### src/rtl/core/hsl2rgb_pkg.sv
package hsl2rgb_pkg;

   localparam int FIELD_W = 16;
   localparam int HUE_BITS_DEF = 16;
   localparam int LEVEL_FRAC_BITS_DEF = 15;

   typedef logic [FIELD_W-1:0] field_type;

endpackage

### src/rtl/core/hsl2rgb_if.sv
interface hsl2rgb_req_if;
   import hsl2rgb_pkg::*;

   logic      valid;
   logic      ready;
   field_type hue;
   field_type sat;
   field_type light;

   modport source (output valid, hue, sat, light, input ready);
   modport sink (input valid, hue, sat, light, output ready);
endinterface

interface hsl2rgb_rsp_if;
   import hsl2rgb_pkg::*;

   logic      valid;
   logic      ready;
   field_type red;
   field_type green;
   field_type blue;

   modport source (output valid, red, green, blue, input ready);
   modport sink (input valid, red, green, blue, output ready);
endinterface

### src/rtl/core/hsl_to_rgb_converter.sv
// Channel   Direction   Beat fields
// req_if    in          hue, sat, light
// rsp_if    out         red, green, blue
//
// One beat is accepted per cycle while req_if.ready is high. A result is valid
// in the output register and leaves at an edge with rsp_if.ready high.
// The six register stages are level clamp and hue offsets, hue decode with the
// level multiply, upper level, lower level and span, ramp multiply, and the
// final add into the output register.
// Reset clears the valid bit of every stage; the data registers are not reset.
// A stage holds its beat only while the stage after it is full and held, so
// bubbles close up and input is taken while a finished result still waits.
module hsl_to_rgb_converter #(
   parameter int HUE_BITS        = hsl2rgb_pkg::HUE_BITS_DEF,
   parameter int LEVEL_FRAC_BITS = hsl2rgb_pkg::LEVEL_FRAC_BITS_DEF
) (
   input logic          clock,
   input logic          reset,
   hsl2rgb_req_if.sink   req_if,
   hsl2rgb_rsp_if.source rsp_if
);
   import hsl2rgb_pkg::*;

   localparam int HB     = HUE_BITS;
   localparam int LW     = LEVEL_FRAC_BITS + 1;
   localparam int CW     = (LW > FIELD_W) ? LW : FIELD_W;
   localparam int PW     = 2 * LW + 1;
   localparam int RPW    = LW + HB + 1;
   localparam int STAGES = 6;
   localparam int THIRD  = ((1 << HB) + 1) / 3;

   localparam logic [LW-1:0]   LEVEL_ONE  = LW'(1) << LEVEL_FRAC_BITS;
   localparam logic [LW-1:0]   LEVEL_HALF = LEVEL_ONE >> 1;
   localparam logic [HB+2:0]   TURN_X     = (HB+3)'(1) << HB;
   localparam logic [HB-1:0]   THIRD_TURN = HB'(THIRD);

   typedef enum logic [1:0] {SEG_RISE, SEG_HIGH, SEG_FALL, SEG_LOW} seg_type;

   typedef struct packed {
      seg_type       seg;
      logic [HB:0]   factor;
   } ramp_type;

   typedef struct packed {
      logic [2:0][HB-1:0] hue;
      logic [LW-1:0]      s;
      logic [LW-1:0]      l;
   } st1_type;

   typedef struct packed {
      ramp_type [2:0] ramp;
      logic           half;
      logic [LW-1:0]  s;
      logic [LW-1:0]  l;
      logic [PW-1:0]  prod;
   } st2_type;

   typedef struct packed {
      ramp_type [2:0] ramp;
      logic [LW-1:0]  l;
      logic [LW-1:0]  m2;
   } st3_type;

   typedef struct packed {
      ramp_type [2:0] ramp;
      logic [LW-1:0]  m1;
      logic [LW-1:0]  m2;
      logic [LW-1:0]  span;
   } st4_type;

   typedef struct packed {
      ramp_type [2:0]      ramp;
      logic [LW-1:0]       m1;
      logic [LW-1:0]       m2;
      logic [2:0][RPW-1:0] prod;
   } st5_type;

   typedef struct packed {
      field_type red;
      field_type green;
      field_type blue;
   } st6_type;

   function automatic ramp_type decode_hue(input logic [HB-1:0] h);
      logic [HB+2:0] h1;
      logic [HB+2:0] h2;
      logic [HB+2:0] h3;
      logic [HB+2:0] h6;
      ramp_type      r;
      h1 = (HB+3)'(h);
      h2 = h1 << 1;
      h3 = h1 + h2;
      h6 = h3 << 1;
      r.factor = (HB+1)'(h6);
      if (h6 < TURN_X) begin
         r.seg = SEG_RISE;
      end else if (h2 < TURN_X) begin
         r.seg = SEG_HIGH;
      end else if (h3 < (TURN_X << 1)) begin
         r.seg    = SEG_FALL;
         r.factor = (HB+1)'((TURN_X << 2) - h6);
      end else begin
         r.seg = SEG_LOW;
      end
      return r;
   endfunction

   function automatic logic [LW-1:0] apply_ramp(input ramp_type r,
                                                input logic [LW-1:0] lo,
                                                input logic [LW-1:0] hi,
                                                input logic [RPW-1:0] prod);
      logic [LW-1:0] rise;
      logic [LW-1:0] v;
      rise = LW'(prod >> HB) + lo;
      case (r.seg)
         SEG_RISE: v = rise;
         SEG_HIGH: v = hi;
         SEG_FALL: v = rise;
         default:  v = lo;
      endcase
      return v;
   endfunction

   logic [STAGES-1:0] vld_ff, vld_in, adv;

   st1_type st1_ff, st1_in;
   st2_type st2_ff, st2_in;
   st3_type st3_ff, st3_in;
   st4_type st4_ff, st4_in;
   st5_type st5_ff, st5_in;
   st6_type st6_ff, st6_in;

   logic [CW-1:0] sat_w, light_w;
   logic [HB-1:0] hue_g;
   logic [LW:0]   mul_b;
   logic [LW-1:0] prod_hi;
   logic [LW:0]   sum_ls;
   logic [LW:0]   two_l;
   logic [LW-1:0] m1;

   always_comb begin
      adv[STAGES-1] = !vld_ff[STAGES-1] || rsp_if.ready;
      for (int k = STAGES - 2; k >= 0; k--) begin
         adv[k] = !vld_ff[k] || adv[k+1];
      end
      vld_in[0] = adv[0] ? req_if.valid : vld_ff[0];
      for (int k = 1; k < STAGES; k++) begin
         vld_in[k] = adv[k] ? vld_ff[k-1] : vld_ff[k];
      end
   end

   assign req_if.ready = adv[0];

   always_comb begin
      sat_w        = CW'(req_if.sat);
      light_w      = CW'(req_if.light);
      hue_g        = HB'(req_if.hue);
      st1_in.hue[1] = hue_g;
      st1_in.hue[0] = hue_g + THIRD_TURN;
      st1_in.hue[2] = hue_g - THIRD_TURN;
      st1_in.s     = (sat_w > CW'(LEVEL_ONE)) ? LEVEL_ONE : LW'(sat_w);
      st1_in.l     = (light_w > CW'(LEVEL_ONE)) ? LEVEL_ONE : LW'(light_w);
   end

   always_comb begin
      for (int c = 0; c < 3; c++) begin
         st2_in.ramp[c] = decode_hue(st1_ff.hue[c]);
      end
      st2_in.half = (st1_ff.l <= LEVEL_HALF);
      st2_in.s    = st1_ff.s;
      st2_in.l    = st1_ff.l;
      mul_b       = st2_in.half ? ((LW+1)'(LEVEL_ONE) + (LW+1)'(st1_ff.s))
                                : (LW+1)'(st1_ff.s);
      st2_in.prod = PW'(st1_ff.l) * PW'(mul_b);
   end

   always_comb begin
      prod_hi     = LW'(st2_ff.prod >> LEVEL_FRAC_BITS);
      sum_ls      = (LW+1)'(st2_ff.l) + (LW+1)'(st2_ff.s) - (LW+1)'(prod_hi);
      st3_in.ramp = st2_ff.ramp;
      st3_in.l    = st2_ff.l;
      st3_in.m2   = st2_ff.half ? prod_hi : LW'(sum_ls);
   end

   always_comb begin
      two_l       = (LW+1)'(st3_ff.l) << 1;
      m1          = (two_l >= (LW+1)'(st3_ff.m2)) ?
                    LW'(two_l - (LW+1)'(st3_ff.m2)) : '0;
      st4_in.ramp = st3_ff.ramp;
      st4_in.m1   = m1;
      st4_in.m2   = st3_ff.m2;
      st4_in.span = (st3_ff.m2 >= m1) ? (st3_ff.m2 - m1) : '0;
   end

   always_comb begin
      st5_in.ramp = st4_ff.ramp;
      st5_in.m1   = st4_ff.m1;
      st5_in.m2   = st4_ff.m2;
      for (int c = 0; c < 3; c++) begin
         st5_in.prod[c] = RPW'(st4_ff.span) * RPW'(st4_ff.ramp[c].factor);
      end
   end

   always_comb begin
      st6_in.red   = FIELD_W'(apply_ramp(st5_ff.ramp[0], st5_ff.m1, st5_ff.m2,
                                         st5_ff.prod[0]));
      st6_in.green = FIELD_W'(apply_ramp(st5_ff.ramp[1], st5_ff.m1, st5_ff.m2,
                                         st5_ff.prod[1]));
      st6_in.blue  = FIELD_W'(apply_ramp(st5_ff.ramp[2], st5_ff.m1, st5_ff.m2,
                                         st5_ff.prod[2]));
   end

   always_ff @(posedge clock) begin
      if (reset) begin
         vld_ff <= '0;
      end else begin
         vld_ff <= vld_in;
      end
   end

   always_ff @(posedge clock) begin
      if (adv[0]) begin
         st1_ff <= st1_in;
      end
      if (adv[1]) begin
         st2_ff <= st2_in;
      end
      if (adv[2]) begin
         st3_ff <= st3_in;
      end
      if (adv[3]) begin
         st4_ff <= st4_in;
      end
      if (adv[4]) begin
         st5_ff <= st5_in;
      end
      if (adv[5]) begin
         st6_ff <= st6_in;
      end
   end

   assign rsp_if.valid = vld_ff[STAGES-1];
   assign rsp_if.red   = st6_ff.red;
   assign rsp_if.green = st6_ff.green;
   assign rsp_if.blue  = st6_ff.blue;

endmodule

### src/flat_wrapper.sv
// flat-port wrapper written by rule: the top's interface ports become plain ports
module hsl_to_rgb_converter_flat import hsl2rgb_pkg::*;
#(
   parameter int HUE_BITS        = hsl2rgb_pkg::HUE_BITS_DEF,
   parameter int LEVEL_FRAC_BITS = hsl2rgb_pkg::LEVEL_FRAC_BITS_DEF
)
  (clock, reset, req_if_valid, req_if_hue, req_if_sat, req_if_light, req_if_ready, rsp_if_valid, rsp_if_red, rsp_if_green, rsp_if_blue, rsp_if_ready);
  hsl2rgb_req_if req_if_i ();
  hsl2rgb_rsp_if rsp_if_i ();
  input logic clock;
  input logic reset;
  input wire logic [$bits(req_if_i.valid)-1:0] req_if_valid;
  input wire logic [$bits(req_if_i.hue)-1:0] req_if_hue;
  input wire logic [$bits(req_if_i.sat)-1:0] req_if_sat;
  input wire logic [$bits(req_if_i.light)-1:0] req_if_light;
  output wire logic [$bits(req_if_i.ready)-1:0] req_if_ready;
  output wire logic [$bits(rsp_if_i.valid)-1:0] rsp_if_valid;
  output wire logic [$bits(rsp_if_i.red)-1:0] rsp_if_red;
  output wire logic [$bits(rsp_if_i.green)-1:0] rsp_if_green;
  output wire logic [$bits(rsp_if_i.blue)-1:0] rsp_if_blue;
  input wire logic [$bits(rsp_if_i.ready)-1:0] rsp_if_ready;
  assign req_if_i.valid = req_if_valid;
  assign req_if_i.hue = req_if_hue;
  assign req_if_i.sat = req_if_sat;
  assign req_if_i.light = req_if_light;
  assign req_if_ready = req_if_i.ready;
  assign rsp_if_valid = rsp_if_i.valid;
  assign rsp_if_red = rsp_if_i.red;
  assign rsp_if_green = rsp_if_i.green;
  assign rsp_if_blue = rsp_if_i.blue;
  assign rsp_if_i.ready = rsp_if_ready;
  hsl_to_rgb_converter #(.HUE_BITS(HUE_BITS), .LEVEL_FRAC_BITS(LEVEL_FRAC_BITS)) u_core (.clock(clock), .reset(reset), .req_if(req_if_i), .rsp_if(rsp_if_i));
endmodule
### config.mk
export PLATFORM = sky130hd
export DESIGN_NAME = hsl_to_rgb_converter_flat
export DESIGN_NICKNAME = d
export VERILOG_FILES = /design/src/rtl/core/hsl2rgb_pkg.sv /design/src/rtl/core/hsl2rgb_if.sv /design/src/rtl/core/hsl_to_rgb_converter.sv /design/src/flat_wrapper.sv
export SDC_FILE = /design/constraint.sdc
export NUM_CORES = 2
export LEC_CHECK = 0
export BUFFER_PORTS_ARGS = -buffer_cell sky130_fd_sc_hd__buf_2
export CAP_MARGIN = 20
export CELL_PAD_IN_SITES_DETAIL_PLACEMENT = 0
export CELL_PAD_IN_SITES_GLOBAL_PLACEMENT = 1
export CORE_ASPECT_RATIO = 0.6
export CORE_UTILIZATION = 25
export CTS_CLUSTER_DIAMETER = 150
export CTS_CLUSTER_SIZE = 10
export DETAILED_ROUTE_END_ITERATION = 12
export PLACE_DENSITY_LB_ADDON = 0.1
export SYNTH_ARGS = -nofsm -noshare
export SYNTH_HDL_FRONTEND = slang
export SYNTH_SLANG_ARGS = --single-unit
export TNS_END_PERCENT = 100
### constraint.sdc
create_clock -name clock -period 8 [get_ports clock]
set_input_delay 0 -clock clock [delete_from_list [all_inputs] [get_ports clock]]
set_output_delay 0 -clock clock [all_outputs]
set_load 0.05 [all_outputs]
Word-level counts from Yosys, hierarchy flattened. Index checks and enable logic that the tools add are counted.

Multiply operators: 4. Reductions and logical operators: 24. Mux-type cells: 21. Add/subtract/negate cells: 16. $lt $le $gt $ge: 14. Bitwise gates (word level): 3. Eq/ne operators: 6.

Operator list (number): $mux W17 (10); $mul A16 B17 Y32 (3); $pmux W16 S2 (3); $add A16 B16 Y16 (4); $lt A19 B17 Y1 const B (3); $add A16 B17 Y18 (3); $lt A18 B18 Y1 const B (3); $lt A17 B17 Y1 const B (3); $sub A1 B17 Y17 const A (3); $sub A16 B16 Y16 (3); $gt A16 B16 Y1 const B (2); $mux W16 (2); $mul A16 B17 Y31 (1); $add A16 B16 Y17 const A (1); $ge A17 B16 Y1 (1); $add A16 B15 Y16 const B (1); $ge A16 B16 Y1 (1); $le A16 B15 Y1 const B (1); $sub A16 B15 Y16 const B (1); $reduce_or A2 Y1 (6); $reduce_or A3 Y1 (3); $eq A2 B1 Y1 const B (3); $eq A2 B2 Y1 const B (3); $logic_not A1 Y1 (6); other kinds (4) (18).

Input port bits: 52. Output and inout bits: 50. Word-level logic and storage cells: 143. Bits in registers: 583.

Depth between registers and ports, before layout.
Word-level depth: 7. Gate-level depth with buffers: 28. Depth with buffers taken out: 26.

Least setup slack after synthesis. No wires, ideal clock.

Kind: flip-flop to flip-flop. From: register u_core.st1_ff[8] (netlist bit). To: register u_core.st2_ff (netlist bit u_core.prod_hi[15]), data pin. Setup time: 0.260 ns. Setup slack: 1.420 ns. Cell stages (with the launch flop): 28. Arrival: 6.320 ns. Data required time: 7.740 ns. Path through: edfxtp_1 -> clkbuf_1 -> nor4_1 -> nand4_1 -> a21oi_1 -> ha_1 -> clkbuf_1 -> and2_1 -> fa_1 -> inv_1 -> fa_1 -> inv_1 -> fa_1 -> fa_1 -> fa_1 -> inv_1 -> fa_1 -> inv_1 -> ha_1 -> a21o_1 -> a21oi_1 -> o21ai_0 -> a21o_1 -> a21oi_1 -> o21a_1 -> nand3_1 -> a31oi_1 -> xnor2_1.

RTL lines: from (decl) (RTL line hsl_to_rgb_converter.sv:126) `st1_type st1_ff, st1_in;`; from (signal assigned) (RTL line hsl_to_rgb_converter.sv:223) `st1_ff <= st1_in;`; to (signal assigned) (RTL line hsl_to_rgb_converter.sv:226) `st2_ff <= st2_in;`; to (decl) (RTL line hsl_to_rgb_converter.sv:127) `st2_type st2_ff, st2_in;`.

==> Flow_metrics.wiki <==
{| class="wikitable"
! Metric !! Value
|-
| Outcome || finished clean
|-
| Maximum capacitance violations || 0
|-
| Number of DRC markers after the initial detailed-route iteration || approximately 2700
|-
| Number of remaining DRC errors || 0
|-
| Die X-Extent || 619 microns
|-
| TritonCTS buffer count || 57
|-
| Worst hold-check path type || primary input to flop
|-
| FILL cells || ~24000
|-
| Highest achievable clock rate || 0.134 GHz
|-
| Floorplan core area || roughly 0.23 sq mm
|-
| Aggregate routed wire length || 191000 microns
|-
| Max-slew headroom at the worst pin || 26.4%
|-
| Maximum number of pins on one net before global-route repair || 60
|-
| Most numerous cell types in the synthesized netlist || 1081 x sky130_fd_sc_hd__inv_1, 805 x sky130_fd_sc_hd__fa_1, 687 x sky130_fd_sc_hd__nand2_1
|-
| Crit path max-delay cell type || sky130_fd_sc_hd__edfxtp_1
|-
| Worst hold stages || 2
|-
| Area Growth Syn to Fin || 12.1%
|-
| Share of async-settable or async-resettable flops after synthesis || 0%
|-
| Flip-flop cell with the highest count after synthesis || sky130_fd_sc_hd__edfxtp_1
|-
| Kind of cell adding the most delay to the critical path || adder cells
|-
| Mean area per synthesized cell || 10.1 sq um
|-
| Sum of negative setup slack || 0 ns
|-
| Clk sink count || 507
|-
| Maximum net fanout on the critical path || 33
|-
| Share of final-layout standard cells stronger than drive strength 1 || around 5.4%
|-
| # hold bufs at CTS || between 70 and 80
|-
| Category of the critical setup timing path || flop to flop
|-
| Syn Std Cell Area || around 0.057 sq mm
|-
| Top cells by area, synth || sky130_fd_sc_hd__fa_1 28%, sky130_fd_sc_hd__edfxtp_1 26%, sky130_fd_sc_hd__ha_1 12%, sky130_fd_sc_hd__inv_1 7.1%, sky130_fd_sc_hd__and2_1 5.1%
|-
| Final number of max-transition violations || 0
|-
| Final-report hold violation count || 0
|-
| Count of flip-flops with a built-in enable after synthesis || approximately 500
|-
| Overall die area || 0.231 sq mm
|-
| Top-level I/O count || 102
|-
| CTS Root Cell || sky130_fd_sc_hd__clkbuf_16
|-
| Number of unique standard cell types used by synthesis || 72
|-
| Buffers and inverters on the worst path || 6
|-
| Initial standard-cell utilization of the core || 25.2%
|-
| Estimated wirelength of the detail-placed design || approximately 150000 microns
|-
| Nature of the critical path endpoint || flop
|-
| WP data required || ~8.5 ns
|-
| Flip-flop and latch area || 0.0152 sq mm
|-
| 1st-pass router iterations || 5
|-
| Detailed-route wire length per cell || 21.6 microns
|-
| R2R cell count || 23
|-
| Total area of multi-input combinational cells || 0.0372 sq mm
|-
| Most repeated cell in the gate-level netlist after synthesis || sky130_fd_sc_hd__inv_1
|-
| Count of H-tree levels built during CTS || 2
|-
| Portion of the post-synthesis area used by sequential elements || a little over a quarter
|-
| Clock tree from TritonCTS || yes
|-
| Post CTS Setup Buffer Count || 0
|-
| Minimum period implied by the final worst setup slack || approximately 7.4 ns
|-
| Worst Setup Start Kind || flop
|-
| Final setup skew || 0.0837 ns
|-
| Die Y-Extent || 372 microns
|-
| Finish-stage setup viols || 0
|-
| Latest clock arrival within the worst-skew pair || around 0.75 ns
|-
| Total of warnings raised by yosys || 0
|-
| Worst-margin pin slew || ~1.1 ns
|-
| Biggest cell delay along the critical path || around 0.74 ns
|-
| Post-DRT Antenna Nets || 0
|-
| Number of synthesized register bits || between 500 and 600
|-
| Area share of the largest cell type after synthesis || 28.2%
|-
| Net Count, Synth || between 7000 and 8000
|-
| Count of standard-cell rows || 135
|-
| Cell chain of the critical path || buf_12 > and2_1 > fa_1 > inv_1 > fa_1 > inv_1 > ha_1 > inv_1 > fa_1 > fa_1 > fa_1 > inv_1 > ha_1 > or4_1 > a21oi_1 > a211oi_1 > buf_4 > a21oi_1 > a311oi_1 > o31a_1 > o21a_1 > o41ai_1 > xnor2_1
|-
| Final critical-path share of the clock period || roughly 93%
|-
| Most Frequent Cell on Critical Path || sky130_fd_sc_hd__fa_1
|-
| WP data arrival || 7.90 ns
|-
| Clock transition at path regs || 0.07 ns
|-
| Number of global-route vias before repair || 40700
|-
| Setup repair after global routing missed its margin || false
|-
| Total routing usage reported by global routing || 16.8%
|-
| Count of port buffers added during placement || approximately 100
|-
| Ratio of routed vias to standard cells || 4.38
|-
| First-pass GRT wire length || roughly 280000 microns
|-
| Overflow left after global routing || 0
|-
| Via count || 38800
|-
| Number of nets in the final layout || 7194
|-
| Biggest area consumer among synthesized cells || sky130_fd_sc_hd__fa_1
|-
| Post-Synthesis Cells || 5665
|-
| Clock tree buffer depth || 3
|-
| Cells resized by post-CTS repair || 0
|-
| Initial antenna violation count || 10
|-
| Weighted congestion reported at the end of routability-driven placement || 0.806
|-
| Count of cell instances traversed by the critical path || 23
|}
==> per-layer routing <==
metal	vias to the layer above	part of all wire, %	global-route usage (%)	wire length (microns)
li1	18300	-	-	-
met1	19700	58	28.9	112000
met2	746	35	20.9	66500
met3	85	5.9	3.17	11200
met4	0	0.89	1.95	1700
met5	-	0	0	0
==> cells by family after synthesis <==
| logic type | Yosys count | synth area share [%] |
|---|---|---|
| simple gates | 1671 | 14.1 |
| buf+inv | 1294 | 8.52 |
| fa+ha+maj | 1336 | 39.8 |
| compound gates | 561 | 6.35 |
| xor+xnor | 239 | 3.66 |
| flops | 507 | 26.5 |
| mux | 56 | 1.00 |
| other cells | 1 | 0.00656 |
==> layout make-up <==
type	count	area share [%]
clock inverters	5	0.150
clock buffers	66	2.29
inverters	1081	6.33
well taps	3014	5.88
flip-flops and latches	507	23.7
multi-input cells	3864	58.0
diodes	13	0.0508
repair buffers	295	3.65
==> flip-flops by register name (all words and copies together), names as in the netlist <==
signal and count:
u_core.st4_ff 101, u_core.st2_ff 86, u_core.st5_ff 86, u_core.st3_ff 85, u_core.st1_ff 79, u_core.prod_hi 16, u_core.rsp_if.blue 16, u_core.rsp_if.green 16
u_core.rsp_if.red 16, u_core.vld_ff 6
==> path summary, 6_finish.rpt <==
| kind | end | start | slack (ns) |
|---|---|---|---|
| worst max-delay path | u_core.st5_ff[63] | u_core.st4_ff[1] | 0.55 |
| worst min-delay path | u_core.st1_ff[48] | req_if_hue[0] | 0.17 |
| worst max register to register | u_core.st5_ff[63] | u_core.st4_ff[1] | 0.55 |
| worst min register to register | u_core.st5_ff[122] | u_core.st4_ff[39] | 0.37 |
==> placed cells by master, fill, tap and decap left out, drive strengths merged, types with 17 or more instances in the layout <==
cell type,count
o211ai,20
fa,805
a21oi,171
nand2b,28
a31oi,25
nor2b,66
nand2,687
xnor2,169
nand4,22
o21ai,103
nor3,73
xor2,70
clkbuf,66
inv,1082
o21bai,17
and2,465
o21a,54
mux2i,46
nand3,40
nor4,17
edfxtp,501
nor2,221
ha,531
a211oi,26
buf,219
a21o,50
dlygate4sd3,76
==> metrics by stage <==
| stage | cell area (sq um) | utilization (%) | hold slack (ns) | setup slack (ns) | instances |
|---|---|---|---|---|---|
| finish | 64100 | 28.3 | 0.168 | 0.554 | 8845 |
| global route | 64100 | 28.3 | 0.124 | 0.202 | 8833 |
| CTS | 64100 | 28.3 | 0.0740 | 0.574 | 8831 |
| detailed placement | 61700 | 27.2 | 0.239 | 0.644 | 8684 |
| global placement | 61700 | 27.2 | 0.233 | 0.758 | 8682 |
| floorplan | 57200 | - | 0.0691 | 1.42 | 5665 |
Power is not shown: default switching activity piles up to over one toggle a cycle in this logic, so the estimate is an artifact.
